===== src/sv/tce_pkg.sv =====
// tce_pkg: shared types, codes and constants of the tftp client transfer engine
// no dependencies; imported by every module of the block
`timescale 1ns / 1ps

package tce_pkg;

    // field widths
    localparam int PORT_W    = 16;
    localparam int BLOCK_W   = 16;
    localparam int SIZE_W    = 25;
    localparam int LEN_W     = 10;
    localparam int CFG_W     = 25;
    localparam int CFG_IDX_W = 2;

    // protocol constants
    localparam int BLOCK_BYTES = 512;
    localparam int BLOCK_SHIFT = $clog2(BLOCK_BYTES);
    localparam logic [PORT_W-1:0] TFTP_PORT = 16'd69;
    localparam logic [15:0] OP_DATA  = 16'd3;
    localparam logic [15:0] OP_ACK   = 16'd4;
    localparam logic [15:0] OP_ERROR = 16'd5;

    // queue between front and back
    localparam int QUEUE_DEPTH = 2;

    // configuration register indexes
    localparam logic [CFG_IDX_W-1:0] REG_TRANSFER_MODE = 2'd0;
    localparam logic [CFG_IDX_W-1:0] REG_CLIENT_PORT   = 2'd1;
    localparam logic [CFG_IDX_W-1:0] REG_PUT_FILE_SIZE = 2'd2;

    // configuration reset values
    localparam logic              MODE_RESET        = 1'b1;
    localparam logic [PORT_W-1:0] CLIENT_PORT_RESET = 16'd2000;
    localparam logic [SIZE_W-1:0] PUT_SIZE_RESET    = '0;

    typedef enum logic [2:0] {
        KIND_NONE = 3'd0,
        KIND_RRQ  = 3'd1,
        KIND_WRQ  = 3'd2,
        KIND_ACK  = 3'd3,
        KIND_DATA = 3'd4
    } kind_t;

    typedef enum logic [1:0] {
        ST_IDLE = 2'd0,
        ST_RUN  = 2'd1,
        ST_DONE = 2'd2,
        ST_ERR  = 2'd3
    } status_t;

    // item class decided by the front
    typedef enum logic [2:0] {
        CLS_START,
        CLS_IGNORE,
        CLS_ERROR,
        CLS_DATA,
        CLS_ACK,
        CLS_OTHER
    } cls_t;

    // queue entry handed from front to back
    typedef struct packed {
        cls_t               cls;
        logic [PORT_W-1:0]  sender_port;
        logic [BLOCK_W-1:0] block_field;
        logic [LEN_W-1:0]   length;
    } entry_t;

    // one result transaction
    typedef struct packed {
        logic               accepted;
        kind_t              send_kind;
        logic [PORT_W-1:0]  send_dest_port;
        logic [BLOCK_W-1:0] send_block;
        logic [SIZE_W-1:0]  send_offset;
        logic [LEN_W-1:0]   send_length;
        status_t            transfer_status;
        logic [SIZE_W-1:0]  received_size;
        logic [BLOCK_W-1:0] error_code;
    } result_t;

endpackage


===== src/sv/tce_front.sv =====
// tce_front: classifies incoming transactions into entries for the queue
// depends on tce_pkg
`timescale 1ns / 1ps

module tce_front (
    input  logic                      s_action,
    input  logic                      s_is_ipv4_udp,
    input  logic [tce_pkg::PORT_W-1:0]  s_dest_port,
    input  logic [tce_pkg::PORT_W-1:0]  s_source_port,
    input  logic [15:0]               s_opcode,
    input  logic [tce_pkg::BLOCK_W-1:0] s_block_field,
    input  logic [tce_pkg::LEN_W-1:0]   s_payload_length,
    input  logic [tce_pkg::PORT_W-1:0]  client_port,
    output tce_pkg::entry_t           entry
);
    import tce_pkg::*;

    // opcode and port match
    always_comb begin
        entry.sender_port = s_source_port;
        entry.block_field = s_block_field;
        // oversized payload counts as one full block
        entry.length = (s_payload_length > LEN_W'(BLOCK_BYTES)) ?
                       LEN_W'(BLOCK_BYTES) : s_payload_length;
        if (s_action == 1'b0) begin
            entry.cls = CLS_START;
        end else if (!s_is_ipv4_udp || s_dest_port != client_port) begin
            entry.cls = CLS_IGNORE;
        end else begin
            case (s_opcode)
                OP_ERROR: entry.cls = CLS_ERROR;
                OP_DATA:  entry.cls = CLS_DATA;
                OP_ACK:   entry.cls = CLS_ACK;
                default:  entry.cls = CLS_OTHER;
            endcase
        end
    end

endmodule


===== src/sv/tce_queue.sv =====
// tce_queue: short register queue between the front and the back
// depends on tce_pkg
`timescale 1ns / 1ps

module tce_queue #(
    parameter int DEPTH = tce_pkg::QUEUE_DEPTH   // at least 2
) (
    input  logic            aclk,
    input  logic            aresetn,
    input  logic            push,
    input  tce_pkg::entry_t push_entry,
    output logic            full,
    input  logic            pop,
    output logic            head_valid,
    output tce_pkg::entry_t head_entry
);
    import tce_pkg::*;

    localparam int PTR_W = $clog2(DEPTH);
    localparam int CNT_W = $clog2(DEPTH + 1);

    entry_t             mem [DEPTH];
    logic [PTR_W-1:0]   wr_ptr_reg, rd_ptr_reg;
    logic [CNT_W-1:0]   count_reg;

    assign full       = (count_reg == CNT_W'(DEPTH));
    assign head_valid = (count_reg != '0);
    assign head_entry = mem[rd_ptr_reg];

    // entry storage
    always_ff @(posedge aclk) begin
        if (push) begin
            mem[wr_ptr_reg] <= push_entry;
        end
    end

    // pointers and fill count
    always_ff @(posedge aclk) begin
        if (!aresetn) begin
            wr_ptr_reg <= '0;
            rd_ptr_reg <= '0;
            count_reg  <= '0;
        end else begin
            if (push) begin
                wr_ptr_reg <= (wr_ptr_reg == PTR_W'(DEPTH - 1)) ? '0 : wr_ptr_reg + 1'b1;
            end
            if (pop) begin
                rd_ptr_reg <= (rd_ptr_reg == PTR_W'(DEPTH - 1)) ? '0 : rd_ptr_reg + 1'b1;
            end
            if (push && !pop) begin
                count_reg <= count_reg + 1'b1;
            end else if (pop && !push) begin
                count_reg <= count_reg - 1'b1;
            end
        end
    end

endmodule


===== src/sv/tce_back.sv =====
// tce_back: transfer state and result register, executes queued transactions
// depends on tce_pkg
`timescale 1ns / 1ps

module tce_back (
    input  logic                       aclk,
    input  logic                       aresetn,
    input  logic                       head_valid,
    input  tce_pkg::entry_t            head_entry,
    output logic                       pop,
    input  logic                       transfer_mode,
    input  logic [tce_pkg::SIZE_W-1:0] put_file_size,
    output logic                       m_valid,
    input  logic                       m_ready,
    output tce_pkg::result_t           result
);
    import tce_pkg::*;

    logic [BLOCK_W-1:0] expected_block_reg, expected_block_next;
    logic [PORT_W-1:0]  peer_port_reg, peer_port_next;
    logic [SIZE_W-1:0]  bytes_left_reg, bytes_left_next;
    logic [BLOCK_W-1:0] last_block_reg, last_block_next;
    status_t            status_reg, status_next;
    logic               valid_reg;
    result_t            result_reg, result_next;

    logic               running;
    logic               block_hit;
    logic [BLOCK_W-1:0] prev_block;
    logic [BLOCK_W-1:0] block_inc;
    logic [LEN_W-1:0]   put_len;

    assign pop     = head_valid && (!valid_reg || m_ready);
    assign m_valid = valid_reg;
    assign result  = result_reg;

    assign running    = (status_reg == ST_RUN);
    assign block_hit  = (head_entry.block_field == expected_block_reg);
    assign prev_block = expected_block_reg - 1'b1;
    assign block_inc  = expected_block_reg + 1'b1;
    assign put_len    = (bytes_left_reg > SIZE_W'(BLOCK_BYTES)) ?
                        LEN_W'(BLOCK_BYTES) : bytes_left_reg[LEN_W-1:0];

    // transaction execution
    always_comb begin
        expected_block_next = expected_block_reg;
        peer_port_next      = peer_port_reg;
        bytes_left_next     = bytes_left_reg;
        last_block_next     = last_block_reg;
        status_next         = status_reg;
        result_next         = '0;
        result_next.send_kind = KIND_NONE;
        case (head_entry.cls)
            CLS_START: begin
                peer_port_next = TFTP_PORT;
                status_next    = ST_RUN;
                result_next.send_dest_port = TFTP_PORT;
                if (transfer_mode) begin
                    expected_block_next   = BLOCK_W'(1);
                    bytes_left_next       = '0;
                    last_block_next       = '0;
                    result_next.send_kind = KIND_RRQ;
                end else begin
                    expected_block_next   = '0;
                    bytes_left_next       = put_file_size;
                    last_block_next       = BLOCK_W'(put_file_size >> BLOCK_SHIFT) + 1'b1;
                    result_next.send_kind = KIND_WRQ;
                end
            end
            CLS_ERROR: begin
                if (running) begin
                    status_next            = ST_ERR;
                    result_next.accepted   = 1'b1;
                    result_next.error_code = head_entry.block_field;
                end
            end
            CLS_DATA, CLS_ACK, CLS_OTHER: begin
                if (running) begin
                    // any matching non-error packet teaches the server port
                    peer_port_next = head_entry.sender_port;
                    if (transfer_mode) begin
                        if (head_entry.cls == CLS_DATA && block_hit) begin
                            result_next.accepted       = 1'b1;
                            result_next.send_kind      = KIND_ACK;
                            result_next.send_dest_port = peer_port_next;
                            result_next.send_block     = expected_block_reg;
                            expected_block_next        = block_inc;
                            // short block ends the get
                            if (head_entry.length != LEN_W'(BLOCK_BYTES)) begin
                                status_next = ST_DONE;
                                result_next.received_size =
                                    SIZE_W'({prev_block, BLOCK_SHIFT'(0)})
                                    + SIZE_W'(head_entry.length);
                            end
                        end
                    end else begin
                        if (head_entry.cls == CLS_ACK && block_hit) begin
                            result_next.accepted = 1'b1;
                            if (expected_block_reg == last_block_reg) begin
                                status_next = ST_DONE;
                            end else begin
                                expected_block_next        = block_inc;
                                result_next.send_kind      = KIND_DATA;
                                result_next.send_dest_port = peer_port_next;
                                result_next.send_block     = block_inc;
                                result_next.send_offset    = put_file_size - bytes_left_reg;
                                result_next.send_length    = put_len;
                                bytes_left_next            = bytes_left_reg - SIZE_W'(put_len);
                            end
                        end
                    end
                end
            end
            default: begin
            end
        endcase
        result_next.transfer_status = status_next;
    end

    // transfer state
    always_ff @(posedge aclk) begin
        if (!aresetn) begin
            expected_block_reg <= '0;
            peer_port_reg      <= TFTP_PORT;
            bytes_left_reg     <= '0;
            last_block_reg     <= '0;
            status_reg         <= ST_IDLE;
        end else if (pop) begin
            expected_block_reg <= expected_block_next;
            peer_port_reg      <= peer_port_next;
            bytes_left_reg     <= bytes_left_next;
            last_block_reg     <= last_block_next;
            status_reg         <= status_next;
        end
    end

    // result register
    always_ff @(posedge aclk) begin
        if (!aresetn) begin
            valid_reg <= 1'b0;
        end else if (pop) begin
            valid_reg <= 1'b1;
        end else if (m_ready) begin
            valid_reg <= 1'b0;
        end
    end

    always_ff @(posedge aclk) begin
        if (pop) begin
            result_reg <= result_next;
        end
    end

endmodule


===== src/sv/tftp_client_transfer_engine.sv =====
// tftp_client_transfer_engine: top level, configuration registers and wiring
// depends on tce_pkg, tce_front, tce_queue, tce_back
//
// usage: the s_ channel carries one transaction per start command or received
// packet header; the m_ channel returns exactly one result transaction for each.
// configuration is written through cfg_wr_en / cfg_index / cfg_wdata while the
// block is idle: index 0 transfer mode, 1 client port, 2 put file size.
// a result passes through the queue and then the result register, which the
// back loads when it pops the entry, before it shows on the m_ channel.
// throughput: one transaction per cycle unless the receiver stalls; the back
// executes each queued entry with one compare-and-update of the transfer state,
// and the queue of QUEUE_DEPTH entries lets input keep flowing while a result waits.
// when the receiver stalls, the result register holds, the back stops, and
// s_ready drops once the queue is full.
// reset (aresetn low, synchronous) empties the queue and result register and
// returns the transfer to idle with the server port set to 69.
`timescale 1ns / 1ps

module tftp_client_transfer_engine #(
    parameter int QUEUE_DEPTH = tce_pkg::QUEUE_DEPTH
) (
    input  logic                          aclk,
    input  logic                          aresetn,
    // configuration port
    input  logic                          cfg_wr_en,
    input  logic [tce_pkg::CFG_IDX_W-1:0] cfg_index,
    input  logic [tce_pkg::CFG_W-1:0]     cfg_wdata,
    // input channel
    input  logic                          s_valid,
    output logic                          s_ready,
    input  logic                          s_action,
    input  logic                          s_is_ipv4_udp,
    input  logic [tce_pkg::PORT_W-1:0]    s_dest_port,
    input  logic [tce_pkg::PORT_W-1:0]    s_source_port,
    input  logic [15:0]                   s_opcode,
    input  logic [tce_pkg::BLOCK_W-1:0]   s_block_field,
    input  logic [tce_pkg::LEN_W-1:0]     s_payload_length,
    // result channel
    output logic                          m_valid,
    input  logic                          m_ready,
    output logic                          m_accepted,
    output logic [2:0]                    m_send_kind,
    output logic [tce_pkg::PORT_W-1:0]    m_send_dest_port,
    output logic [tce_pkg::BLOCK_W-1:0]   m_send_block,
    output logic [tce_pkg::SIZE_W-1:0]    m_send_offset,
    output logic [tce_pkg::LEN_W-1:0]     m_send_length,
    output logic [1:0]                    m_transfer_status,
    output logic [tce_pkg::SIZE_W-1:0]    m_received_size,
    output logic [tce_pkg::BLOCK_W-1:0]   m_error_code
);
    import tce_pkg::*;

    logic              transfer_mode_reg;
    logic [PORT_W-1:0] client_port_reg;
    logic [SIZE_W-1:0] put_file_size_reg;

    entry_t  front_entry;
    entry_t  head_entry;
    logic    queue_full;
    logic    head_valid;
    logic    pop;
    result_t result;

    // configuration registers
    always_ff @(posedge aclk) begin
        if (!aresetn) begin
            transfer_mode_reg <= MODE_RESET;
            client_port_reg   <= CLIENT_PORT_RESET;
            put_file_size_reg <= PUT_SIZE_RESET;
        end else if (cfg_wr_en) begin
            case (cfg_index)
                REG_TRANSFER_MODE: transfer_mode_reg <= cfg_wdata[0];
                REG_CLIENT_PORT:   client_port_reg   <= cfg_wdata[PORT_W-1:0];
                REG_PUT_FILE_SIZE: put_file_size_reg <= cfg_wdata[SIZE_W-1:0];
                default: begin
                end
            endcase
        end
    end

    // front: classify
    tce_front u_front (
        .s_action         (s_action),
        .s_is_ipv4_udp    (s_is_ipv4_udp),
        .s_dest_port      (s_dest_port),
        .s_source_port    (s_source_port),
        .s_opcode         (s_opcode),
        .s_block_field    (s_block_field),
        .s_payload_length (s_payload_length),
        .client_port      (client_port_reg),
        .entry            (front_entry)
    );

    assign s_ready = !queue_full;

    // queue between front and back
    tce_queue #(
        .DEPTH (QUEUE_DEPTH)
    ) u_queue (
        .aclk       (aclk),
        .aresetn    (aresetn),
        .push       (s_valid && s_ready),
        .push_entry (front_entry),
        .full       (queue_full),
        .pop        (pop),
        .head_valid (head_valid),
        .head_entry (head_entry)
    );

    // back: execute
    tce_back u_back (
        .aclk          (aclk),
        .aresetn       (aresetn),
        .head_valid    (head_valid),
        .head_entry    (head_entry),
        .pop           (pop),
        .transfer_mode (transfer_mode_reg),
        .put_file_size (put_file_size_reg),
        .m_valid       (m_valid),
        .m_ready       (m_ready),
        .result        (result)
    );

    assign m_accepted        = result.accepted;
    assign m_send_kind       = result.send_kind;
    assign m_send_dest_port  = result.send_dest_port;
    assign m_send_block      = result.send_block;
    assign m_send_offset     = result.send_offset;
    assign m_send_length     = result.send_length;
    assign m_transfer_status = result.transfer_status;
    assign m_received_size   = result.received_size;
    assign m_error_code      = result.error_code;

endmodule


===== config.mk =====
export PLATFORM = sky130hd
export DESIGN_NAME = tftp_client_transfer_engine
export DESIGN_NICKNAME = d
export VERILOG_FILES = /design/src/sv/tce_pkg.sv /design/src/sv/tce_front.sv /design/src/sv/tce_queue.sv /design/src/sv/tce_back.sv /design/src/sv/tftp_client_transfer_engine.sv
export SDC_FILE = /design/constraint.sdc
export NUM_CORES = 1
export LEC_CHECK = 0
export ABC_AREA = 0
export BUFFER_PORTS_ARGS = -buffer_cell sky130_fd_sc_hd__buf_2
export CAP_MARGIN = 40
export CORE_AREA = 5 5 168 170
export DETAILED_ROUTE_END_ITERATION = 10
export DIE_AREA = 0 0 173 175
export PLACE_DENSITY_LB_ADDON = 0.08
export SLEW_MARGIN = 20
export SYNTH_ARGS = -nofsm -noshare
export SYNTH_HDL_FRONTEND = slang
export SYNTH_HIERARCHICAL = 1
export SYNTH_SLANG_ARGS = --single-unit

===== constraint.sdc =====
create_clock -name aclk -period 8.1 [get_ports aclk]
set_input_delay 1.215 -clock aclk [delete_from_list [all_inputs] [get_ports aclk]]
set_output_delay 1.215 -clock aclk [all_outputs]
set_load 0.01 [all_outputs]

==> reports/summary.md, run 1 <==
## Run status
• finished, final reports clean — result of the run

## Setup path
• 8.43 ns — data required time of the worst path
• u_back/result[32] — destination of the worst register-to-register timing path
• sky130_fd_sc_hd__dfxtp_2 — cell with the largest stage delay on the worst path
• 0.66 ns — biggest cell delay along the critical path
• 4.49 ns — worst setup slack for register-to-register paths
• 20 — CP Max Fanout
• flip-flop — Setup crit end kind
• reg2reg — category of the critical setup timing path
• flip-flop — startpoint type of the worst setup path
• simple AND/OR/NAND/NOR gates — cell family with the largest share of critical-path delay
• 9 — Worst Reg-to-Reg Cells
• 3.95 ns — arrival time of data at the critical path endpoint
• mux2_2 > xor2_1 > nor4_2 > nand4_2 > nand2b_1 > nor2_2 > buf_8 > nand2_1 > nor3_1 — series of cell instances along the critical path
• 1 — Buf/Inv on CP

## Routing
• 5 — First-pass DRT Iterations
• 2.13 mm — met3 wirelength from detailed routing
• 5.72 — via/cell ratio
• 0 — post-route DRC violation count
• 18.4 um — wire length per cell after detailed routing
• 821 — First DRT Iteration DRCs
• 15.5 mm — met1 layer wirelength in the final routing
• 36.5 mm — total wire length after detailed routing
• 0 — Detail Route Antenna Nets
• 17.9 mm — detailed-routed wire length on met2
• met5 — top metal layer carrying routed signals
• 11300 — Via Count

## Floorplan
• 0.587 — Initial Utilization
• 175 um — die height
• 173 um — horizontal extent of the die
• 26600 um^2 — area of the core
• 30300 um^2 — Die Outline Area
• 60 — row count
• 224 — number of primary I/O pins

## CTS
• 2 — H-tree depth
• done — clock tree from TritonCTS
• 0.06 ns — CTS clock-pin slew for the worst setup and hold paths
• 0 — post-CTS sizing
• sky130_fd_sc_hd__clkbuf_16 — CTS root buf
• 0 — hold-fix buffer count after cts
• 3 — number of buffers between clock root and the deepest sink
• 0 — Setup Fix Bufs, Post-CTS
• 0.50 ns — clock latency reported for the late side of the worst-skew pair
• 34 — number of buffers created by CTS
• 311 — Num Clock Sinks

## STA
• 0 — Fin. Hold Viols
• 0 — Final Max Tran Viols
• 0.831 ns — slew at the pin closest to its max-slew limit
• 277 MHz — maximum clock rate
• 0.446 — Rel. slew slack
• 0 ns — final setup TNS
• 0 — Final setup violation count
• 0.475 ns — worst hold margin
• false — setup repair after global routing missed its margin
• 3.61 ns — fin crit period
• 0.446 — share of the clock period used by the worst path after layout
• 0.0103 ns — setup clock skew after layout

## Placement
• 1916 — Cells after DPL
• 25.7 mm — half-perimeter wire length of the detailed placement result
• 223 — total of buffers placed on input and output ports
• 0.869 — routability congestion estimate

## Global routing
• 0.235 — GRT Overall Usage
• 85 — pin count of the biggest net entering global routing
• 4 — number of antenna violations at the first check in global routing
• 0 — GRT Residual Overflow
• 58.4 mm — first-pass GRT wire length
• 11200 — number of global-route vias before repair

## Synthesis
• 1592 — post-synth net total
• 15600 um^2 — Post-Syn Area
• 0.530 — sequential fraction of the synthesis area
• 76 — Yosys cell types
• 311 — post-synthesis register bit count
• 0 — async set or reset register ratio after synthesis
• 204 — number of flops mapped to enable cells by yosys
• sky130_fd_sc_hd__edfxtp_1 — commonest register cell after synthesis
• 1452 — cell count after synthesis
• 6 — Synth warnings
• 10.7 um^2 — synthesized area per cell

## Cells and area
• 1753 — count of nets after finishing
• 0.222 — layout cells sized above 1
• 114 — max FFs per register
• 0.667 — utilization of the core after routing
• 1983 — count of non-filler cells in the finished layout
• 13.6% — synthesis-to-finish area growth

## Power
• 0.00516 W — Final Power
• 7.02 nW — Leak Pwr
• 291 nW/um^2 — power density over the cells
• 0.000159 V — largest vdd supply drop

## Hold path
• 2 — depth of the worst hold-timing path
• client_port_reg[5] — hold endpoint
• reg2reg — worst min-delay path category
• client_port_reg[5] — launch point of the worst hold path

## Flow run
• 0 — max_cap viols

area by class of cell:
type | count | area, um^2
Fill cell | 2106 | 8840
Sequential cell | 311 | 8270
Multi-Input combinational cell | 975 | 6470
Timing Repair Buffer | 239 | 1300
Clock buffer | 50 | 982
Tap cell | 341 | 427
Inverter | 52 | 198
Clock inverter | 11 | 78.8
Antenna cell | 4 | 10.0
metal layers:
layer	up-vias	track usage
li1	5507	-
met1	5393	0.308
met2	360	0.402
met3	74	0.0392
met4	4	0.0732
met5	-	0
worst reg2reg max path, delay by kind of cell (launching register included):
kind,cells,cell delay [ns]
XOR/XNOR,1,0.16
buffers and inverters,1,0.24
multiplexers,1,0.43
AND/OR/NAND/NOR,6,1.96
flip-flops,1,0.66
cell families (layout without fill, tap and decap cells):
logic type,after synthesis,count (layout),share of synthesized area
multiplexers,83,83,0.0568
XOR/XNOR,117,117,0.0657
buffers and inverters,166,352,0.0568
flip-flops,311,311,0.530
AND/OR/NAND/NOR,502,502,0.163
other,1,5,0.000240
AO/OA/AOI/OAI,240,240,0.102
adder cells (fa/ha/maj),32,32,0.0261
synthesized netlist by cell type, drive strengths merged (35+ instances only):
| library cell | n | share of area |
|---|---|---|
| edfxtp | 204 | 0.39 |
| nand2 | 136 | 0.033 |
| nor2 | 130 | 0.032 |
| dfxtp | 107 | 0.14 |
| buf | 75 | 0.035 |
| xor2 | 65 | 0.036 |
| o21ai | 59 | 0.019 |
| a21oi | 55 | 0.018 |
| inv | 52 | 0.013 |
| xnor2 | 52 | 0.029 |
| and2 | 45 | 0.018 |
| mux2 | 45 | 0.032 |
| clkbuf | 39 | 0.0094 |
| mux2i | 38 | 0.024 |
| nand3 | 35 | 0.012 |
| nor3 | 35 | 0.013 |
power breakdown:
group	total (W)	switching (W)	internal (W)
Clock	0.00146	0.000592	0.000872
Combinational	0.00146	0.000890	0.000574
Sequential	0.00223	0.000123	0.00210
per-stage QoR:
stage                     cell area [um^2]  setup slack, ns
after CTS                            17700             4.51
after floorplan                      15600             2.78
after global routing                 17700             4.16
after global placement               16600             3.70
final                                17700             4.49
after detailed placement             16600             4.05
how the worst max path moves through the flow:
| stage | from | depth (start not counted) | end |
|---|---|---|---|
| 4_1_cts | flip-flop | 9 | u_back/result[32] |
| 2_1_floorplan | m_ready | 8 | u_back/bytes_left_reg[9] |
| 3_3_place_gp | flip-flop | 8 | u_back/result[32] |
| 6_report | flip-flop | 9 | u_back/result[32] |
| 3_5_place_dp | m_ready | 9 | u_back/bytes_left_reg[11] |
| 5_1_grt | flip-flop | 9 | u_back/result[32] |
cells in the final DEF (no fill, tap or decap), drive strengths merged, types with 25 or more instances in the layout:
master,n
dfxtp,107
and2,45
clkbuf,50
xor2,65
o21ai,59
nand2,136
inv,54
xnor2,52
mux2,45
o31ai,25
nand3,35
edfxtp,204
nor3,35
buf,239
ha,31
mux2i,38
nor2,130
a21oi,55
(Power assumes the default switching activity.)
==> inputs of run 2 (changes only) <==
Settings changed: ABC_AREA 0 to 1, CORE_AREA 5 5 168 170 to 5 5 184 186, DIE_AREA 0 0 173 175 to 0 0 189 191.
Clock period 8.1 ns to 3.04 ns, I/O delays scaled along.
==> run 2 against run 1 <==
  * Sequential power increased to 2.8 times the previous value
  * Critical path depth grew 3
  * Register-to-register slack lost 4.1 ns
  * Sequential share of layout area is 3.2 points lower
  * Maximum frequency is 37% higher
  * Die area grew 19%
  * Largest power group is now combinational logic
  * Combinational power rose to 4.9 times the previous value
  * Clock power grew to 2.7 times the previous value
  * Non-clock buffer count rose by 12
  * Synthesized area rose by 6.9%
  * Via count increased by 16%
  * Cell area increased by 7.5%
==> reports/summary.md, run 2 <==
## Floorplan
• 66 — row count, +10%
• 189 um — horizontal extent of the die, +9.2%
• 191 um — die height, +9.1%
• 32100 um^2 — area of the core, +21%
• 224 — number of primary I/O pins, unchanged
• 0.519 — Initial Utilization, -0.0681
• 36100 um^2 — Die Outline Area, +19%

## CTS
• 35 — number of buffers created by CTS, +2.9%
• 0 — Setup Fix Bufs, Post-CTS, unchanged
• done — clock tree from TritonCTS
• 311 — Num Clock Sinks, unchanged
• 0.06 ns — CTS clock-pin slew for the worst setup and hold paths, about the same
• sky130_fd_sc_hd__clkbuf_16 — CTS root buf
• 0 — hold-fix buffer count after cts, unchanged
• 2 — H-tree depth, unchanged
• 0 — post-CTS sizing, unchanged
• 3 — number of buffers between clock root and the deepest sink, unchanged
• 0.52 ns — clock latency reported for the late side of the worst-skew pair, +0.02 ns

## Routing
• 18.1 mm — detailed-routed wire length on met2, +0.99%
• 15.5 um — wire length per cell after detailed routing, -15%
• 0 — post-route DRC violation count, unchanged
• 5.10 — via/cell ratio, -11%
• 3.24 mm — met3 wirelength from detailed routing, +52%
• 13100 — Via Count, +16%
• 5 — First-pass DRT Iterations, unchanged
• 40.0 mm — total wire length after detailed routing, +9.7%
• met5 — top metal layer carrying routed signals
• 789 — First DRT Iteration DRCs, -3.9%
• 17.8 mm — met1 layer wirelength in the final routing, +15%
• 0 — Detail Route Antenna Nets, unchanged

## STA
• 0.517 — Rel. slew slack, +0.0705
• 379 MHz — maximum clock rate, +37%
• 0 ns — final setup TNS, unchanged
• 0 — Final setup violation count, unchanged
• 0 — Final Max Tran Viols, unchanged
• 0.725 ns — slew at the pin closest to its max-slew limit, -0.106 ns
• false — setup repair after global routing missed its margin
• 0.868 — share of the clock period used by the worst path after layout, +0.422
• 0 — Fin. Hold Viols, unchanged
• 0.0179 ns — setup clock skew after layout, +0.00756 ns
• 2.64 ns — fin crit period, -0.972 ns

## Synthesis
• 311 — post-synthesis register bit count, unchanged
• sky130_fd_sc_hd__edfxtp_1 — largest area contributor in the synthesized netlist
• 0.367 — area share of the leading cell type in the synthesized netlist, -0.0252
• 0 — async set or reset register ratio after synthesis, unchanged
• 411 x sky130_fd_sc_hd__nand2_1, 306 x sky130_fd_sc_hd__nor2_1, 245 x sky130_fd_sc_hd__inv_1 — most numerous cell types in the synthesized netlist
• 2079 — post-synth net total, +31%
• sky130_fd_sc_hd__nand2_1 — most repeated cell in the gate-level netlist after synthesis
• 16700 um^2 — Post-Syn Area, +6.9%
• 60 — Yosys cell types, -21%
• sky130_fd_sc_hd__edfxtp_1 37%, sky130_fd_sc_hd__dfxtp_1 13%, sky130_fd_sc_hd__nand2_1 9.2% — most area-consuming cells after synthesis
• 1939 — cell count after synthesis, +34%
• 6 — Synth warnings, unchanged
• 8.60 um^2 — synthesized area per cell, -20%
• 0.496 — sequential fraction of the synthesis area, -0.0340
• sky130_fd_sc_hd__edfxtp_1 — commonest register cell after synthesis
• 204 — number of flops mapped to enable cells by yosys, unchanged

## Setup path
• flip-flop — startpoint type of the worst setup path
• 3.07 ns — arrival time of data at the critical path endpoint, -0.88 ns
• 3.47 ns — data required time of the worst path, -4.96 ns
• reg2reg — category of the critical setup timing path
• 0.40 ns — worst setup slack for register-to-register paths, -4.09 ns
• flip-flop — Setup crit end kind
• 19 — CP Max Fanout, -5.0%

## Cells and area
• 114 — max FFs per register, unchanged
• 14.3% — synthesis-to-finish area growth
• 2896 — count of filler cells inserted in the layout, +38%
• 0.188 — layout cells sized above 1, -0.0334
• 2277 — count of nets after finishing, +30%
• sky130_fd_sc_hd__nand2_1 — most common cell after layout, fill and taps aside
• 410 x sky130_fd_sc_hd__nand2_1, 305 x sky130_fd_sc_hd__nor2_1, 243 x sky130_fd_sc_hd__inv_1 — leading cell types in the layout, fill and taps excluded
• 19100 um^2 — final non-filler cell area, +7.5%

## Run status
• finished, final reports clean — result of the run

## Power
• 909 nW/um^2 — power density over the cells, +210%
• 0.0173 W — Final Power, +240%
• 8.82 nW — Leak Pwr, +26%
• 0.000996 V — largest vdd supply drop, +530%

## Placement
• 0.886 — routability congestion estimate, +1.9%
• 18000 um^2 — DP Area, +8.1%
• 223 — total of buffers placed on input and output ports, unchanged
• 29.5 mm — half-perimeter wire length of the detailed placement result, +15%

## Hold path
• in2reg — worst min-delay path category
• s_source_port[11] — launch point of the worst hold path

## Global routing
• 0 — GRT Residual Overflow, unchanged
• 9 — number of antenna violations at the first check in global routing, +5
• 0.216 — GRT Overall Usage, -0.0188
• 63.5 mm — first-pass GRT wire length, +8.7%
• 12400 — number of global-route vias before repair, +10%
• 116 — pin count of the biggest net entering global routing, +36%

## Flow run
• 0 — max_cap viols, unchanged

-- run 2: critical path, stage by stage, from the launching register on --
cell and delay (ns):
sky130_fd_sc_hd__dfxtp_2 0.35, sky130_fd_sc_hd__buf_12 0.19, sky130_fd_sc_hd__mux2_4 0.33, sky130_fd_sc_hd__xor2_1 0.14, sky130_fd_sc_hd__nor2_1 0.11, sky130_fd_sc_hd__nand2_1 0.08, sky130_fd_sc_hd__nor2_1 0.18, sky130_fd_sc_hd__and2_4 0.21
sky130_fd_sc_hd__nand3_2 0.10, sky130_fd_sc_hd__nand2_4 0.17, sky130_fd_sc_hd__nand3_2 0.26, sky130_fd_sc_hd__or2_1 0.30, sky130_fd_sc_hd__a21oi_1 0.13
-- run 2: cell type report --
type	count	area, um^2	share of cell area
well taps	408	510	0.0268
diodes	3	7.51	0.000394
clock inverters	16	126	0.00663
clock buffers	46	960	0.0504
repair buffers	251	1380	0.0722
multi-input cells	1283	6850	0.359
inverters	255	962	0.0505
flip-flops and latches	311	8270	0.434
-- run 2: final timing paths --
path                                   end  depth (start not counted)
min                     u_queue/mem[0][37]                          1
max          u_back/expected_block_reg[11]                         12
min reg2reg             client_port_reg[4]                          2
max reg2reg  u_back/expected_block_reg[11]                         12
-- run 2: per-stage QoR --
step / hold WS [ns] / std cells / setup WS, ns / util
final: 0.129 / 2573 / 0.400 / 0.593
after global routing: 0.112 / 2572 / 0.131 / 0.593
after CTS: 0.108 / 2570 / 0.419 / 0.593
after detailed placement: 0.466 / 2508 / 0.437 / 0.559
after global placement: 0.458 / 2508 / 0.498 / 0.559
after floorplan: 0.442 / 1939 / -0.0137 / -
-- run 2: kinds of logic (layout without fill, tap and decap cells) --
logic type,count (synthesis),in the layout,share of synthesized area
other cells,1,4,0.000225
fa+ha+maj,32,32,0.0245
compound gates,224,224,0.0747
xor+xnor,74,74,0.0393
simple gates,907,907,0.232
flops,311,311,0.496
buf+inv,345,568,0.0944
mux,45,45,0.0394
-- run 2: layer usage --
layer / track usage / up-vias
met2: 0.350 / 384
met5: 0 / -
met1: 0.296 / 5975
met4: 0.0502 / 12
li1: - / 6679
met3: 0.0537 / 62
-- run 2: power by group --
part	switching [W]	total, W	leakage, nW	internal [W]
combinational	0.00467	0.00716	5.43	0.00249
sequential	0.000384	0.00618	2.86	0.00580
clock	0.00166	0.00398	0.526	0.00232
total	0.00671	0.0173	8.82	0.0106
==> inputs of run 3 (changes only) <==
Settings changed: ABC_AREA 1 to not set, CORE_AREA 5 5 184 186 to 5 5 180 182, DIE_AREA 0 0 189 191 to 0 0 185 187.
==> run 3 against run 2 <==
  * Critical path type unchanged
  * Worst setup slack got worse by 0.29 ns
  * Highest routed layer unchanged
  * Largest power group is now sequential cells
  * Maximum frequency fell by 9.8%
  * Sequential share of layout area rose by 1.3 points
  * Largest cell class unchanged
==> reports/summary.md, run 3 (synthesis gave the netlist of run 1 again) <==
## Run status
• finished, final reports clean — result of the run

## STA
• 0 — Final setup violation count, unchanged
• 2.93 ns — fin crit period, +0.288 ns
• 0 — Fin. Hold Viols, unchanged
• 342 MHz — maximum clock rate, -9.8%
• 0.128 ns — worst hold margin, -0.00147 ns
• 0.113 ns — Final Worst Setup Slack, -0.288 ns
• 0.0216 ns — setup clock skew after layout, +0.00376 ns
• 0.689 ns — slew at the pin closest to its max-slew limit, -0.0359 ns
• 0.540 — Rel. slew slack, +0.0240
• 0 — Final Max Tran Viols, unchanged
• 0.963 — share of the clock period used by the worst path after layout, +0.0947

## Power
• 7.44 nW — Leak Pwr, -16%
• 783 nW/um^2 — power density over the cells, -14%
• 0.000450 V — largest vdd supply drop, -55%

## Placement
• 2030 — Cells after DPL, -19%
• 27.7 mm — half-perimeter wire length of the detailed placement result, -6.1%
• 223 — total of buffers placed on input and output ports, unchanged
• 0.900 — routability congestion estimate, +1.6%
• 0.0342 ns — dpl ws, -0.403 ns

## Routing
• 38.3 mm — total wire length after detailed routing, -4.3%
• 0 — post-route DRC violation count, unchanged
• 11400 — Via Count, -13%
• 16.8 mm — met1 layer wirelength in the final routing, -5.7%
• 18.3 um — wire length per cell after detailed routing, +18%
• 686 — First DRT Iteration DRCs, -13%
• 5.46 — via/cell ratio, +7.1%
• 0 — Detail Route Antenna Nets, unchanged
• met5 — top metal layer carrying routed signals
• 18.6 mm — detailed-routed wire length on met2, +2.7%
• 5 — First-pass DRT Iterations, unchanged
• 1.95 mm — met3 wirelength from detailed routing, -40%

## Floorplan
• 224 — number of primary I/O pins, unchanged
• 187 um — die height, -2.1%
• 185 um — horizontal extent of the die, -2.1%
• 64 — row count, -3.0%
• 0.513 — Initial Utilization, -0.00629
• 30400 um^2 — area of the core, -5.3%
• 34600 um^2 — Die Outline Area, -4.2%

## CTS
• 3 — number of buffers between clock root and the deepest sink, unchanged
• 35 — number of buffers created by CTS, unchanged
• 0.52 ns — clock latency reported for the late side of the worst-skew pair, about the same
• done — clock tree from TritonCTS
• sky130_fd_sc_hd__clkbuf_16 — CTS root buf
• 2 — H-tree depth, unchanged
• 311 — Num Clock Sinks, unchanged
• 0.07 ns — CTS clock-pin slew for the worst setup and hold paths, about the same
• 0 — hold-fix buffer count after cts, unchanged

## Cells and area
• 114 — max FFs per register, unchanged
• 0.266 — layout cells sized above 1, +0.0779
• 2578 — count of filler cells inserted in the layout, -11%
• 223 x sky130_fd_sc_hd__buf_2, 204 x sky130_fd_sc_hd__edfxtp_1, 132 x sky130_fd_sc_hd__nand2_1 — leading cell types in the layout, fill and taps excluded
• 18.5% — synthesis-to-finish area growth
• 2095 — count of non-filler cells in the finished layout, -19%
• sky130_fd_sc_hd__buf_2 — most common cell after layout, fill and taps aside
• 0.608 — utilization of the core after routing, +0.0148
• 1811 — count of nets after finishing, -20%

## Hold path
• in2reg — worst min-delay path category

## Setup path
• flip-flop — startpoint type of the worst setup path
• reg2reg — category of the critical setup timing path
• flip-flop — Setup crit end kind
• 3.44 ns — data required time of the worst path, -0.03 ns
• 11 — CP Max Fanout, -8
• 3.33 ns — arrival time of data at the critical path endpoint, +0.26 ns

## Global routing
• 0.218 — GRT Overall Usage, +0.00145
• 61.3 mm — first-pass GRT wire length, -3.3%
• 0 — GRT Residual Overflow, unchanged
• 1 — number of antenna violations at the first check in global routing, -8
• 53 — pin count of the biggest net entering global routing, -54%
• 11600 — number of global-route vias before repair, -6.3%

## Flow run
• 0 — max_cap viols, unchanged

-- run 3: cell count changes in the layout (fill, tap and decap cells not counted), sizes merged, moves of 45 or more --
cell / previous run / this run
nor2: 320 / 130
inv: 253 / 54
nand3: 82 / 35
nand2: 422 / 136
a21oi: 122 / 55
buf: 251 / 296
-- run 3: repair_timing --
action	in CTS	in global routing
pin swaps	0	5
buffers inserted	0	0
gates resized for setup	1	15
endpoints found under the setup margin	1	60
-- run 3: metal layers --
| layer | global-route usage | vias to the layer above |
|---|---|---|
| met4 | 0.0613 | 2 |
| met1 | 0.293 | 5461 |
| met2 | 0.364 | 293 |
| met5 | 0 | - |
| li1 | - | 5617 |
| met3 | 0.0360 | 62 |
-- run 3: final timing paths --
path | endpoint | cells after the start | start | slack [ns]
worst max register to register | u_back/bytes_left_reg[17] | 9 | flip-flop | 0.11
worst min register to register | put_file_size_reg[0] | 2 | put_file_size_reg[0] | 0.47
worst max-delay path | u_back/bytes_left_reg[17] | 9 | flip-flop | 0.11
worst min-delay path | u_queue/mem[1][24] | 1 | s_block_field[14] | 0.13
-- run 3: area by class of cell --
class	count	area, um^2	area share
clock inverters	25	284	0.0154
diodes	1	2.50	0.000135
well taps	396	495	0.0268
clock buffers	39	955	0.0516
multi-input cells	975	6560	0.355
flip-flops and latches	311	8270	0.447
inverters	52	199	0.0108
repair buffers	296	1730	0.0935
-- run 3: metrics by stage --
stage / power [W] / cell area, um^2 / TNS [ns]
after floorplan: 0.00868 / 15700 / -15.94
after global placement: 0.0101 / 17200 / 0
after detailed placement: 0.0101 / 17200 / 0
after CTS: 0.0146 / 18400 / 0
after global routing: 0.0153 / 18500 / -0.00683
final: 0.0145 / 18500 / 0
-- run 3: power by group --
| group | switching, W | internal, W |
|---|---|---|
| logic | 0.00247 | 0.00166 |
| registers | 0.000287 | 0.00561 |
| clock network | 0.00175 | 0.00272 |
| total | 0.00450 | 0.00999 |
-- run 3: critical path: stages, from the launching register on --
cell	delay (ns)
sky130_fd_sc_hd__dfxtp_4	0.39
sky130_fd_sc_hd__mux2_2	0.42
sky130_fd_sc_hd__nor4b_1	0.55
sky130_fd_sc_hd__nand2_1	0.22
sky130_fd_sc_hd__buf_4	0.20
sky130_fd_sc_hd__or3_4	0.42
sky130_fd_sc_hd__nand2_4	0.17
sky130_fd_sc_hd__o21ai_1	0.09
sky130_fd_sc_hd__a221oi_1	0.29
sky130_fd_sc_hd__nor2_1	0.07
